--- src/rtl/core/shared_exclusive_lock_table_macros.svh ---
// Assertion macros shared by the lock table modules.
// Each macro expects clk_i and rst_ni to be visible where it is used.
`ifndef SHARED_EXCLUSIVE_LOCK_TABLE_MACROS_SVH
`define SHARED_EXCLUSIVE_LOCK_TABLE_MACROS_SVH

// A property that must hold at every rising clock edge outside reset.
`define SEL_ASSERT(label, prop, msg) \
  label: assert property (@(posedge clk_i) disable iff (!rst_ni) (prop)) else $error(msg);

// A condition that must be followed by another in the next cycle.
`define SEL_ASSERT_NEXT(label, ante, cons, msg) \
  label: assert property (@(posedge clk_i) disable iff (!rst_ni) (ante) |=> (cons)) else $error(msg);

`endif

--- src/rtl/core/sel_pkg.sv ---
// Package of the shared/exclusive lock table: sizes, status codes,
// controller opcodes and the datapath status struct. No dependencies.
`default_nettype none

package sel_pkg;

  localparam int NUM_TXNS      = 16;
  localparam int NUM_RESOURCES = 64;
  localparam int TXN_W         = 4;
  localparam int RES_W         = 6;
  localparam int STATUS_W      = 3;
  localparam int NIDX_W        = $clog2(NUM_TXNS);
  localparam int NODE_W        = $clog2(NUM_TXNS + 1);
  localparam int RIDX_W        = $clog2(NUM_RESOURCES);
  localparam int SWEEP_W       = $clog2(NUM_RESOURCES + 1);

  typedef logic [NUM_TXNS-1:0] txn_mask_t;

  // Result status codes.
  typedef enum logic [STATUS_W-1:0] {
    ST_GRANTED  = 3'd0,
    ST_WAITING  = 3'd1,
    ST_ABORT    = 3'd2,
    ST_HELD     = 3'd3,
    ST_RELEASED = 3'd4,
    ST_REJECTED = 3'd5
  } status_e;

  // Commands from the controller to the datapath.
  typedef enum logic [3:0] {
    OP_NONE,
    OP_LOAD,
    OP_READ,
    OP_DECIDE,
    OP_REACH,
    OP_NODE_SEL,
    OP_NODE_EXP,
    OP_SWEEP,
    OP_CAND,
    OP_NEXTW,
    OP_EMIT
  } op_e;

  // Status flags from the datapath to the controller.
  typedef struct packed {
    logic decided;
    logic reach_stable;
    logic node_done;
    logic node_skip;
    logic cyc_found;
    logic exp_stable;
    logic sweep_done;
    logic more_waiters;
    logic out_free;
  } dp_stat_t;

endpackage

`default_nettype wire

--- src/rtl/core/sel_if.sv ---
// Valid/ready channel interfaces of the lock table: request and result.
// Depends on sel_pkg for field widths.
`default_nettype none

interface sel_req_if;
  logic                        valid;
  logic                        ready;
  logic                        cmd;
  logic [sel_pkg::TXN_W-1:0]   txn;
  logic [sel_pkg::RES_W-1:0]   resource;
  logic                        exclusive;

  modport source (output valid, cmd, txn, resource, exclusive, input ready);
  modport sink (input valid, cmd, txn, resource, exclusive, output ready);
endinterface

interface sel_rsp_if;
  logic                         valid;
  logic                         ready;
  logic [sel_pkg::TXN_W-1:0]    who;
  logic [sel_pkg::STATUS_W-1:0] status;
  logic                         last;

  modport source (output valid, who, status, last, input ready);
  modport sink (input valid, who, status, last, output ready);
endinterface

`default_nettype wire

--- src/rtl/core/sel_datapath.sv ---
// Datapath of the lock table: lock memory, waits-for matrix, pending
// requests, reachability search and result register. Uses sel_pkg.
`default_nettype none

`include "shared_exclusive_lock_table_macros.svh"

module sel_datapath (
  input  wire logic                         clk_i,
  input  wire logic                         rst_ni,
  input  wire sel_pkg::op_e                 op_i,
  output sel_pkg::dp_stat_t                 stat_o,
  input  wire logic                         req_cmd_i,
  input  wire logic [sel_pkg::TXN_W-1:0]    req_txn_i,
  input  wire logic [sel_pkg::RES_W-1:0]    req_resource_i,
  input  wire logic                         req_exclusive_i,
  output logic                              rsp_valid_o,
  input  wire logic                         rsp_ready_i,
  output logic [sel_pkg::TXN_W-1:0]         rsp_who_o,
  output logic [sel_pkg::STATUS_W-1:0]      rsp_status_o,
  output logic                              rsp_last_o
);

  localparam int N = sel_pkg::NUM_TXNS;

  typedef logic [N-1:0][N-1:0] wf_mat_t;

  // One reachability step: add every successor of the set.
  function automatic sel_pkg::txn_mask_t expand1(sel_pkg::txn_mask_t s, wf_mat_t rows);
    sel_pkg::txn_mask_t acc;
    acc = s;
    for (int i = 0; i < N; i++) begin
      if (s[i]) acc = acc | rows[i];
    end
    return acc;
  endfunction

  // Lock memory: each row holds {exclusive holders, holders}.
  logic [2*N-1:0]               mem [sel_pkg::NUM_RESOURCES];
  logic [sel_pkg::NUM_RESOURCES-1:0] row_vld_q;
  logic [2*N-1:0]               rd_q;
  logic                         rd_vld_q;

  logic                         mem_we;
  logic [sel_pkg::RIDX_W-1:0]   mem_wa;
  logic [2*N-1:0]               mem_wd;
  logic                         mem_re;
  logic [sel_pkg::RIDX_W-1:0]   mem_ra;

  // Current request and search state.
  logic [sel_pkg::NIDX_W-1:0]   cur_t_q;
  logic [sel_pkg::RES_W-1:0]    cur_r_q;
  logic                         cur_ex_q;
  logic                         acq_q;
  wf_mat_t                      wf_q;
  sel_pkg::txn_mask_t           waiting_q;
  logic [sel_pkg::RES_W-1:0]    wres_q [N];
  logic                         wex_q [N];
  sel_pkg::txn_mask_t           reach_q;
  sel_pkg::txn_mask_t           nset_q;
  logic [sel_pkg::NODE_W-1:0]   node_q;
  logic [sel_pkg::SWEEP_W-1:0]  sweep_q;
  sel_pkg::txn_mask_t           cand_q;
  sel_pkg::status_e             res_status_q;
  logic                         res_last_q;
  logic                         out_vld_q;
  logic [sel_pkg::NIDX_W-1:0]   out_who_q;
  sel_pkg::status_e             out_status_q;
  logic                         out_last_q;

  sel_pkg::txn_mask_t           rd_gm;
  sel_pkg::txn_mask_t           rd_em;
  sel_pkg::txn_mask_t           self_bit;
  sel_pkg::txn_mask_t           others;
  sel_pkg::txn_mask_t           conflict;
  sel_pkg::txn_mask_t           reach_nx;
  sel_pkg::txn_mask_t           nset_nx;
  logic [sel_pkg::NIDX_W-1:0]   node_idx;
  logic [sel_pkg::RIDX_W-1:0]   sweep_wa;
  logic                         acq_reject;
  logic                         acq_held;
  logic [sel_pkg::NIDX_W-1:0]   pick;
  logic                         out_free;

  // Decode of the row read in the previous cycle.
  assign rd_gm    = rd_vld_q ? rd_q[N-1:0] : '0;
  assign rd_em    = rd_vld_q ? rd_q[2*N-1:N] : '0;
  assign self_bit = sel_pkg::txn_mask_t'(1) << cur_t_q;
  assign others   = rd_gm & ~self_bit;
  assign conflict = cur_ex_q ? others : (others & rd_em);
  assign acq_reject = acq_q && waiting_q[cur_t_q];
  assign acq_held   = acq_q && rd_gm[cur_t_q];
  assign reach_nx = expand1(reach_q, wf_q);
  assign nset_nx  = expand1(nset_q, wf_q);
  assign node_idx = node_q[sel_pkg::NIDX_W-1:0];
  assign sweep_wa = sel_pkg::RIDX_W'(sweep_q - 1'b1);
  assign out_free = !out_vld_q || rsp_ready_i;

  // Lowest pending waiter to re-check next.
  always_comb begin
    pick = '0;
    for (int i = N - 1; i >= 0; i--) begin
      if (cand_q[i]) pick = sel_pkg::NIDX_W'(i);
    end
  end

  // Status toward the controller.
  always_comb begin
    stat_o.decided      = acq_reject || acq_held || (conflict == '0);
    stat_o.reach_stable = (reach_nx == reach_q);
    stat_o.node_done    = (node_q == sel_pkg::NODE_W'(N));
    stat_o.node_skip    = !reach_q[node_idx];
    stat_o.cyc_found    = nset_nx[node_idx];
    stat_o.exp_stable   = (nset_nx == nset_q);
    stat_o.sweep_done   = (sweep_q == sel_pkg::SWEEP_W'(sel_pkg::NUM_RESOURCES));
    stat_o.more_waiters = !res_last_q;
    stat_o.out_free     = out_free;
  end

  // Memory port control.
  always_comb begin
    mem_we = 1'b0;
    mem_wa = cur_r_q;
    mem_wd = {rd_em | (cur_ex_q ? self_bit : '0), rd_gm | self_bit};
    mem_re = 1'b0;
    mem_ra = cur_r_q;
    case (op_i)
      sel_pkg::OP_READ: begin
        mem_re = 1'b1;
      end
      sel_pkg::OP_DECIDE: begin
        mem_we = !acq_reject && !acq_held && (conflict == '0);
      end
      sel_pkg::OP_SWEEP: begin
        mem_re = !stat_o.sweep_done;
        mem_ra = sweep_q[sel_pkg::RIDX_W-1:0];
        mem_we = (sweep_q != '0);
        mem_wa = sweep_wa;
        mem_wd = {rd_em & ~self_bit, rd_gm & ~self_bit};
      end
      default: begin
      end
    endcase
  end

  // Lock memory with registered read.
  always_ff @(posedge clk_i) begin
    if (mem_we) mem[mem_wa] <= mem_wd;
    if (mem_re) rd_q <= mem[mem_ra];
  end

  // Pending request details, written when a transaction starts waiting.
  always_ff @(posedge clk_i) begin
    if (op_i == sel_pkg::OP_NODE_SEL && stat_o.node_done) begin
      wres_q[cur_t_q] <= cur_r_q;
      wex_q[cur_t_q]  <= cur_ex_q;
    end
  end

  // Control state and table bookkeeping.
  always_ff @(posedge clk_i or negedge rst_ni) begin
    if (!rst_ni) begin
      row_vld_q    <= '0;
      rd_vld_q     <= 1'b0;
      cur_t_q      <= '0;
      cur_r_q      <= '0;
      cur_ex_q     <= 1'b0;
      acq_q        <= 1'b0;
      wf_q         <= '0;
      waiting_q    <= '0;
      reach_q      <= '0;
      nset_q       <= '0;
      node_q       <= '0;
      sweep_q      <= '0;
      cand_q       <= '0;
      res_status_q <= sel_pkg::ST_GRANTED;
      res_last_q   <= 1'b1;
      out_vld_q    <= 1'b0;
      out_who_q    <= '0;
      out_status_q <= sel_pkg::ST_GRANTED;
      out_last_q   <= 1'b0;
    end else begin
      if (mem_we) row_vld_q[mem_wa] <= 1'b1;
      if (mem_re) rd_vld_q <= row_vld_q[mem_ra];
      if (out_vld_q && rsp_ready_i && (op_i != sel_pkg::OP_EMIT)) out_vld_q <= 1'b0;

      case (op_i)
        sel_pkg::OP_LOAD: begin
          cur_t_q  <= req_txn_i;
          cur_r_q  <= req_resource_i;
          cur_ex_q <= req_exclusive_i;
          acq_q    <= !req_cmd_i;
          sweep_q  <= '0;
          cand_q   <= '0;
        end
        sel_pkg::OP_DECIDE: begin
          res_last_q <= (cand_q == '0);
          if (acq_reject) begin
            res_status_q <= sel_pkg::ST_REJECTED;
          end else if (acq_held) begin
            res_status_q <= sel_pkg::ST_HELD;
          end else if (conflict == '0) begin
            res_status_q       <= sel_pkg::ST_GRANTED;
            wf_q[cur_t_q]      <= '0;
            waiting_q[cur_t_q] <= 1'b0;
          end else begin
            wf_q[cur_t_q] <= wf_q[cur_t_q] | conflict;
            reach_q       <= self_bit;
          end
        end
        sel_pkg::OP_REACH: begin
          reach_q <= reach_nx;
          node_q  <= '0;
        end
        sel_pkg::OP_NODE_SEL: begin
          if (stat_o.node_done) begin
            res_status_q       <= sel_pkg::ST_WAITING;
            waiting_q[cur_t_q] <= 1'b1;
          end else if (stat_o.node_skip) begin
            node_q <= node_q + 1'b1;
          end else begin
            nset_q <= wf_q[node_idx];
          end
        end
        sel_pkg::OP_NODE_EXP: begin
          nset_q <= nset_nx;
          if (stat_o.cyc_found) begin
            res_status_q       <= sel_pkg::ST_ABORT;
            wf_q[cur_t_q]      <= '0;
            waiting_q[cur_t_q] <= 1'b0;
          end else if (stat_o.exp_stable) begin
            node_q <= node_q + 1'b1;
          end
        end
        sel_pkg::OP_SWEEP: begin
          if (!stat_o.sweep_done) sweep_q <= sweep_q + 1'b1;
          // A waiter whose resource the releasing transaction held is queued.
          if (sweep_q != '0 && rd_gm[cur_t_q]) begin
            for (int w = 0; w < N; w++) begin
              if (waiting_q[w] && (sel_pkg::NIDX_W'(w) != cur_t_q) &&
                  (wres_q[w] == sel_pkg::RES_W'(sweep_wa))) begin
                cand_q[w] <= 1'b1;
              end
            end
          end
        end
        sel_pkg::OP_CAND: begin
          waiting_q[cur_t_q] <= 1'b0;
          for (int i = 0; i < N; i++) begin
            if (sel_pkg::NIDX_W'(i) != cur_t_q) wf_q[i][cur_t_q] <= 1'b0;
          end
          wf_q[cur_t_q] <= '0;
          res_status_q  <= sel_pkg::ST_RELEASED;
          res_last_q    <= (cand_q == '0);
        end
        sel_pkg::OP_NEXTW: begin
          cur_t_q      <= pick;
          cur_r_q      <= wres_q[pick];
          cur_ex_q     <= wex_q[pick];
          cand_q[pick] <= 1'b0;
        end
        sel_pkg::OP_EMIT: begin
          out_vld_q    <= 1'b1;
          out_who_q    <= cur_t_q;
          out_status_q <= res_status_q;
          out_last_q   <= res_last_q;
        end
        default: begin
        end
      endcase
    end
  end

  assign rsp_valid_o  = out_vld_q;
  assign rsp_who_o    = sel_pkg::TXN_W'(out_who_q);
  assign rsp_status_o = out_status_q;
  assign rsp_last_o   = out_last_q;

  `SEL_ASSERT(a_sweep_bound, sweep_q <= sel_pkg::SWEEP_W'(sel_pkg::NUM_RESOURCES), "sweep counter overran the table")
  `SEL_ASSERT(a_excl_subset, !rd_vld_q || ((rd_em & ~rd_gm) == '0), "exclusive holder missing from holders")
  `SEL_ASSERT(a_emit_free, (op_i != sel_pkg::OP_EMIT) || out_free, "result word loaded over a pending one")

endmodule

`default_nettype wire

--- src/rtl/core/sel_ctrl.sv ---
// Controller of the lock table: sequences acquire, deadlock search,
// release sweep and waiter re-checks. Uses sel_pkg.
`default_nettype none

`include "shared_exclusive_lock_table_macros.svh"

module sel_ctrl (
  input  wire logic              clk_i,
  input  wire logic              rst_ni,
  input  wire logic              req_valid_i,
  input  wire logic              req_cmd_i,
  output logic                   req_ready_o,
  output sel_pkg::op_e           op_o,
  input  wire sel_pkg::dp_stat_t stat_i
);

  typedef enum logic [3:0] {
    S_IDLE,
    S_READ,
    S_DECIDE,
    S_REACH,
    S_NODE_SEL,
    S_NODE_EXP,
    S_SWEEP,
    S_CAND,
    S_NEXTW,
    S_EMIT
  } state_e;

  state_e state_q;
  state_e state_d;

  assign req_ready_o = (state_q == S_IDLE);

  // Next state and datapath command.
  always_comb begin
    state_d = state_q;
    op_o    = sel_pkg::OP_NONE;
    unique case (state_q)
      S_IDLE: begin
        if (req_valid_i) begin
          op_o    = sel_pkg::OP_LOAD;
          state_d = req_cmd_i ? S_SWEEP : S_READ;
        end
      end
      S_READ: begin
        op_o    = sel_pkg::OP_READ;
        state_d = S_DECIDE;
      end
      S_DECIDE: begin
        op_o    = sel_pkg::OP_DECIDE;
        state_d = stat_i.decided ? S_EMIT : S_REACH;
      end
      S_REACH: begin
        op_o = sel_pkg::OP_REACH;
        if (stat_i.reach_stable) state_d = S_NODE_SEL;
      end
      S_NODE_SEL: begin
        op_o = sel_pkg::OP_NODE_SEL;
        if (stat_i.node_done) begin
          state_d = S_EMIT;
        end else if (!stat_i.node_skip) begin
          state_d = S_NODE_EXP;
        end
      end
      S_NODE_EXP: begin
        op_o = sel_pkg::OP_NODE_EXP;
        if (stat_i.cyc_found) begin
          state_d = S_EMIT;
        end else if (stat_i.exp_stable) begin
          state_d = S_NODE_SEL;
        end
      end
      S_SWEEP: begin
        op_o = sel_pkg::OP_SWEEP;
        if (stat_i.sweep_done) state_d = S_CAND;
      end
      S_CAND: begin
        op_o    = sel_pkg::OP_CAND;
        state_d = S_EMIT;
      end
      S_NEXTW: begin
        op_o    = sel_pkg::OP_NEXTW;
        state_d = S_READ;
      end
      S_EMIT: begin
        if (stat_i.out_free) begin
          op_o    = sel_pkg::OP_EMIT;
          state_d = stat_i.more_waiters ? S_NEXTW : S_IDLE;
        end
      end
      default: begin
        state_d = S_IDLE;
      end
    endcase
  end

  // State register.
  always_ff @(posedge clk_i or negedge rst_ni) begin
    if (!rst_ni) begin
      state_q <= S_IDLE;
    end else begin
      state_q <= state_d;
    end
  end

  `SEL_ASSERT_NEXT(a_busy_after_load, req_valid_i && req_ready_o, !req_ready_o, "took a word while busy")
  `SEL_ASSERT(a_emit_only_in_emit, (op_o != sel_pkg::OP_EMIT) || stat_i.out_free, "emit without room")
  `SEL_ASSERT_NEXT(a_cand_to_emit, state_q == S_CAND, state_q == S_EMIT, "release word not queued")

endmodule

`default_nettype wire

--- src/rtl/core/shared_exclusive_lock_table.sv ---
// Acquire: once a request is taken, its lock row is read and decided and the result
// word loaded; on a conflict the reachability search and a per-node check come first.
// Release: a sweep of the 64 rows precedes the released word, then each woken waiter
// is read and decided again, with any search, before its own word.
// A stalled result holds the controller; the next request is taken the cycle after the
// last word is loaded. Reset is asynchronous; row valid bits make the table read empty.
`default_nettype none

module shared_exclusive_lock_table (
  input  wire logic clk_i,
  input  wire logic rst_ni,
  sel_req_if.sink   req_i,
  sel_rsp_if.source rsp_o
);

  sel_pkg::op_e      op;
  sel_pkg::dp_stat_t stat;
  logic              ready;

  assign req_i.ready = ready;

  sel_ctrl u_ctrl (
    .clk_i       (clk_i),
    .rst_ni      (rst_ni),
    .req_valid_i (req_i.valid),
    .req_cmd_i   (req_i.cmd),
    .req_ready_o (ready),
    .op_o        (op),
    .stat_i      (stat)
  );

  sel_datapath u_dp (
    .clk_i           (clk_i),
    .rst_ni          (rst_ni),
    .op_i            (op),
    .stat_o          (stat),
    .req_cmd_i       (req_i.cmd),
    .req_txn_i       (req_i.txn),
    .req_resource_i  (req_i.resource),
    .req_exclusive_i (req_i.exclusive),
    .rsp_valid_o     (rsp_o.valid),
    .rsp_ready_i     (rsp_o.ready),
    .rsp_who_o       (rsp_o.who),
    .rsp_status_o    (rsp_o.status),
    .rsp_last_o      (rsp_o.last)
  );

endmodule

`default_nettype wire

--- src/flat_wrapper.sv ---
// flat-port wrapper written by rule: the top's interface ports become plain ports
module shared_exclusive_lock_table_flat 
  (clk_i, rst_ni, req_i_valid, req_i_cmd, req_i_txn, req_i_resource, req_i_exclusive, req_i_ready, rsp_o_valid, rsp_o_who, rsp_o_status, rsp_o_last, rsp_o_ready);
  sel_req_if req_i_i ();
  sel_rsp_if rsp_o_i ();
  input  wire logic clk_i;
  input  wire logic rst_ni;
  input wire logic [$bits(req_i_i.valid)-1:0] req_i_valid;
  input wire logic [$bits(req_i_i.cmd)-1:0] req_i_cmd;
  input wire logic [$bits(req_i_i.txn)-1:0] req_i_txn;
  input wire logic [$bits(req_i_i.resource)-1:0] req_i_resource;
  input wire logic [$bits(req_i_i.exclusive)-1:0] req_i_exclusive;
  output wire logic [$bits(req_i_i.ready)-1:0] req_i_ready;
  output wire logic [$bits(rsp_o_i.valid)-1:0] rsp_o_valid;
  output wire logic [$bits(rsp_o_i.who)-1:0] rsp_o_who;
  output wire logic [$bits(rsp_o_i.status)-1:0] rsp_o_status;
  output wire logic [$bits(rsp_o_i.last)-1:0] rsp_o_last;
  input wire logic [$bits(rsp_o_i.ready)-1:0] rsp_o_ready;
  assign req_i_i.valid = req_i_valid;
  assign req_i_i.cmd = req_i_cmd;
  assign req_i_i.txn = req_i_txn;
  assign req_i_i.resource = req_i_resource;
  assign req_i_i.exclusive = req_i_exclusive;
  assign req_i_ready = req_i_i.ready;
  assign rsp_o_valid = rsp_o_i.valid;
  assign rsp_o_who = rsp_o_i.who;
  assign rsp_o_status = rsp_o_i.status;
  assign rsp_o_last = rsp_o_i.last;
  assign rsp_o_i.ready = rsp_o_ready;
  shared_exclusive_lock_table u_core (.clk_i(clk_i), .rst_ni(rst_ni), .req_i(req_i_i), .rsp_o(rsp_o_i));
endmodule
--- config.mk ---
export PLATFORM = sky130hd
export DESIGN_NAME = shared_exclusive_lock_table_flat
export DESIGN_NICKNAME = d
export VERILOG_FILES = /design/src/rtl/core/sel_pkg.sv /design/src/rtl/core/sel_if.sv /design/src/rtl/core/sel_datapath.sv /design/src/rtl/core/sel_ctrl.sv /design/src/rtl/core/shared_exclusive_lock_table.sv /design/src/flat_wrapper.sv
export VERILOG_INCLUDE_DIRS = /design/src /design/src/rtl/core
export SDC_FILE = /design/constraint.sdc
export NUM_CORES = 2
export LEC_CHECK = 0
export ABC_AREA = 1
export BUFFER_PORTS_ARGS = -buffer_cell sky130_fd_sc_hd__buf_4
export CORE_ASPECT_RATIO = 1.25
export CORE_MARGIN = 2
export CORE_UTILIZATION = 24
export CTS_CLUSTER_DIAMETER = 150
export DETAILED_ROUTE_END_ITERATION = 8
export MAX_ROUTING_LAYER = met4
export SLEW_MARGIN = 20
export SYNTH_ARGS = -nofsm -noshare
export SYNTH_HDL_FRONTEND = slang
export SYNTH_HIERARCHICAL = 1
export SYNTH_SLANG_ARGS = --single-unit
--- constraint.sdc ---
create_clock -name clk_i -period 14.6 [get_ports clk_i]
set_clock_uncertainty 0.2 [all_clocks]
set_input_delay 1.46 -clock clk_i [delete_from_list [all_inputs] [get_ports clk_i]]
set_output_delay 1.46 -clock clk_i [all_outputs]
set_load 0.05 [all_outputs]
==> flow_metrics.py <==
metrics = {
    "pwr": {
        "power_density_nw_per_um2": 247,
        "p_leak_nw": 44.4,
        "power_mw": 33.4,
        "peakVddDrop_mv": 0.272,
    },
    "route": {
        "ant_nets": 0,
        "via_count": 93901,
        "dr.pass1.iters": 7,
        "drt-total-wl_um": 469000,
        "viasPerCell": 5.30,
        "drcViolationCount": 0,
        "wl_per_cell_um": 26.5,
        "drt_iter0_drc": 12391,
    },
    "synthesis": {
        "synth_area_um2": 118000,
        "yosysTopAreaCellShare_pct": 55.7,
        "ys_ff_latch": 2618,
        "syn_nets": 11212,
        "synthArstFlopShare_pct": 16.3,
        "seq_area_frac_synth_pct": 64.8,
        "yosys-top-cells-area": "edfxtp_1 (56%), dfrtp_1 (9.0%), nor2_1 (6.9%), o21ai_0 (6.2%), o32ai_1 (3.6%)",
        "synth_warnings": 6,
        "netlist.top_cell.by_area": "edfxtp_1",
        "syn_avg_cell_area_um2": 10.6,
        "yosys_most_used_dff": "edfxtp_1",
        "synth_edf_count": 2192,
        "synth_cells": 11192,
        "synth.distinct_cells": 58,
    },
    "floorplanning": {
        "die_height_um": 788,
        "dieWidth_um": 631,
        "dieArea_um2": 498000,
        "start_util_pct": 24.0,
        "core_area_um2": 491000,
        "ios": 26,
        "std_cell_rows": 288,
    },
    "clocking": {
        "cts.htree.levels": 5,
        "hold_buffers": 0,
        "clk_path_buf_depth": 4,
        "clock_sinks": 2618,
        "cts_tree": "done",
        "cts_resized": 0,
        "cts_setup_buffers": 0,
        "ctsRootBufferMaster": "clkbuf_16",
        "clkTransAtPathRegs_ps": 60,
        "clock_latency_ps": 920,
        "cts_made_buffers": 272,
    },
    "setup_path": {
        "rrSetupSlack_ps": 6510,
        "critical_path.max_fanout": 194,
        "start_kind": "flop",
        "cp-startpoint": "u_core/u_ctrl/state_q[2]$_DFFE_PN0P_",
        "reg2reg_depth": 19,
        "worstReg2RegStart": "u_core/u_ctrl/state_q[2]$_DFFE_PN0P_",
        "critPathCaptureType": "flop",
        "critical_path_class": "flop to flop",
        "reg2reg_to": "u_core/u_dp/rd_q[7]$_DFFE_PP_",
        "crit_path_end": "u_core/u_dp/rd_q[7]$_DFFE_PP_",
        "critPathRequiredTime_ps": 15120,
        "arrival_ps": 8600,
    },
    "layout": {
        "nets": 10975,
        "final_common_cell": "edfxtp_1",
        "final_cell_mix": "edfxtp_1 (2192), nor2_1 (2086), o21ai_0 (1453)",
        "syn2layout_area_growth_pct": 14.6,
        "drive_gt1_share_pct": 8.28,
        "design_area_um2": 135000,
    },
    "timing": {
        "post-route-min-period_ps": 8090,
        "maxSlewHeadroom_pct": 9.10,
        "max_clock_freq_mhz": 124,
        "rsz0062_at_grt": "false",
        "worstMarginPinSlew_ps": 1360,
        "fin_setup_tns_ps": 0,
        "maxSlewViolCount": 0,
        "period_share_pct": 55.4,
        "setup_viol": 0,
        "finalWorstSetupSlack_ps": 6510,
        "hold_violations": 0,
    },
    "placed_design": {
        "gp_congestion": 1.02,
        "dpl.hpwl_um": 271000,
        "place_area_um2": 126000,
        "place_ws_ps": 5970,
        "numPortBuffers": 25,
    },
    "grt": {
        "grt_pass1_vias": 86991,
        "grt_usage_pct": 18.6,
        "antenna_found_initial": 12,
        "grt.overflow.total": 0,
        "grt_max_degree": 195,
        "grt_pass1_wl_um": 658000,
    },
    "flow_run": {
        "drv_cap": 0,
    },
    "status": {
        "outcome": "finished clean",
    },
    "worst_hold_path": {
        "hold_path_class": "flop to flop",
    },
}
[final cells by class]
cell class	count	area, µm²
clock inverters	143	1470
fillers	50570	356000
multi-input cells	7141	37000
well taps	6525	8160
clock buffers	336	7350
inverters	612	2330
flip-flops and latches	2618	76500
repair buffers	310	2500
diodes	20	50.0
[cells in the mapped netlist (5+ instances only)]
| cell type | n |
|---|---|
| a21oi_1 | 227 |
| xor2_1 | 23 |
| o2111ai_1 | 44 |
| clkinv_1 | 21 |
| and2_1 | 5 |
| a22o_1 | 9 |
| dfrtp_1 | 425 |
| o32ai_1 | 492 |
| or2_1 | 11 |
| nor2_2 | 8 |
| nor2_1 | 2159 |
| o211ai_1 | 88 |
| buf_1 | 58 |
| a31oi_1 | 9 |
| or2_2 | 21 |
| inv_2 | 21 |
| nand3_2 | 5 |
| a221oi_1 | 29 |
| o22ai_1 | 320 |
| clkbuf_1 | 662 |
| or4_1 | 18 |
| a2111oi_0 | 11 |
| buf_4 | 9 |
| o311ai_0 | 8 |
| inv_1 | 570 |
| nand2_2 | 12 |
| xnor2_1 | 28 |
| o21bai_1 | 13 |
| o21ai_0 | 1465 |
| nor2_4 | 11 |
| buf_2 | 92 |
| nand3_1 | 447 |
| nor4_1 | 18 |
| a211oi_1 | 17 |
| nand3b_1 | 22 |
| nand4_1 | 128 |
| nand2_1 | 1146 |
| nor3_1 | 32 |
| a22oi_1 | 31 |
| o21ai_1 | 76 |
| edfxtp_1 | 2192 |
| o221ai_1 | 180 |
[metrics by stage]
stage	util [%]	instances	hold WS, ps
after CTS	27.5	17685	258
final	27.6	17705	257
after global routing	27.6	17695	274
after global placement	25.7	17206	235
after detailed placement	25.7	17206	244
after floorplan	-	11192	224
[report_power, final]
| part | leakage [nW] | total (mW) | internal (mW) | switching (mW) |
|---|---|---|---|---|
| clock | 4.29 | 7.06 | 4.05 | 3.01 |
| sequential | 25.6 | 10.1 | 9.62 | 0.512 |
| combinational | 14.6 | 16.2 | 3.51 | 12.7 |
| total | 44.4 | 33.4 | 17.2 | 16.2 |
[critical path, stage by stage (launching register included)]
cell and delay (ps):
dfrtp_1 470, nor2_2 340, nand2_1 120, o21ai_0 440
nand2_1 240, nor2_4 190, buf_4 430, inv_2 450
nand2_1 260, o21ai_4 70, buf_4 280, inv_8 540
buf_4 900, buf_12 570, o21ai_0 260, o32ai_1 200
nor2_1 70, o221ai_1 510, nand3_1 600, nand2_1 270
[kinds of logic after synthesis]
kind of cell             after synthesis  synth area share, %
AO/OA/AOI/OAI                       3039                 16.1
XOR/XNOR                              51                0.378
adder cells (fa/ha/maj)                4               0.0424
buffers and inverters               1433                 4.68
flip-flops                          2618                 64.8
AND/OR/NAND/NOR                     4047                 14.1
[worst min-delay path by stage]
stage	depth (start not counted)	slack, ps	start	end
floorplan	2	220	u_core/u_dp/row_vld_q[13]$_DFFE_PN0P_	u_core/u_dp/row_vld_q[13]$_DFFE_PN0P_
global placement	2	240	u_core/u_dp/row_vld_q[61]$_DFFE_PN0P_	u_core/u_dp/row_vld_q[61]$_DFFE_PN0P_
detailed placement	2	240	u_core/u_dp/row_vld_q[15]$_DFFE_PN0P_	u_core/u_dp/row_vld_q[15]$_DFFE_PN0P_
CTS	2	260	u_core/u_dp/row_vld_q[3]$_DFFE_PN0P_	u_core/u_dp/row_vld_q[3]$_DFFE_PN0P_
global route	2	270	u_core/u_dp/row_vld_q[13]$_DFFE_PN0P_	u_core/u_dp/row_vld_q[13]$_DFFE_PN0P_
finish	2	260	u_core/u_dp/row_vld_q[13]$_DFFE_PN0P_	u_core/u_dp/row_vld_q[13]$_DFFE_PN0P_
[routing by layer]
metal | global-route usage, % | wire, µm
met1 | 22.0 | 175000
met4 | 11.7 | 34900
met3 | 3.67 | 43500
met5 | - | 0
met2 | 29.1 | 216000
(Power assumes the default switching activity.)
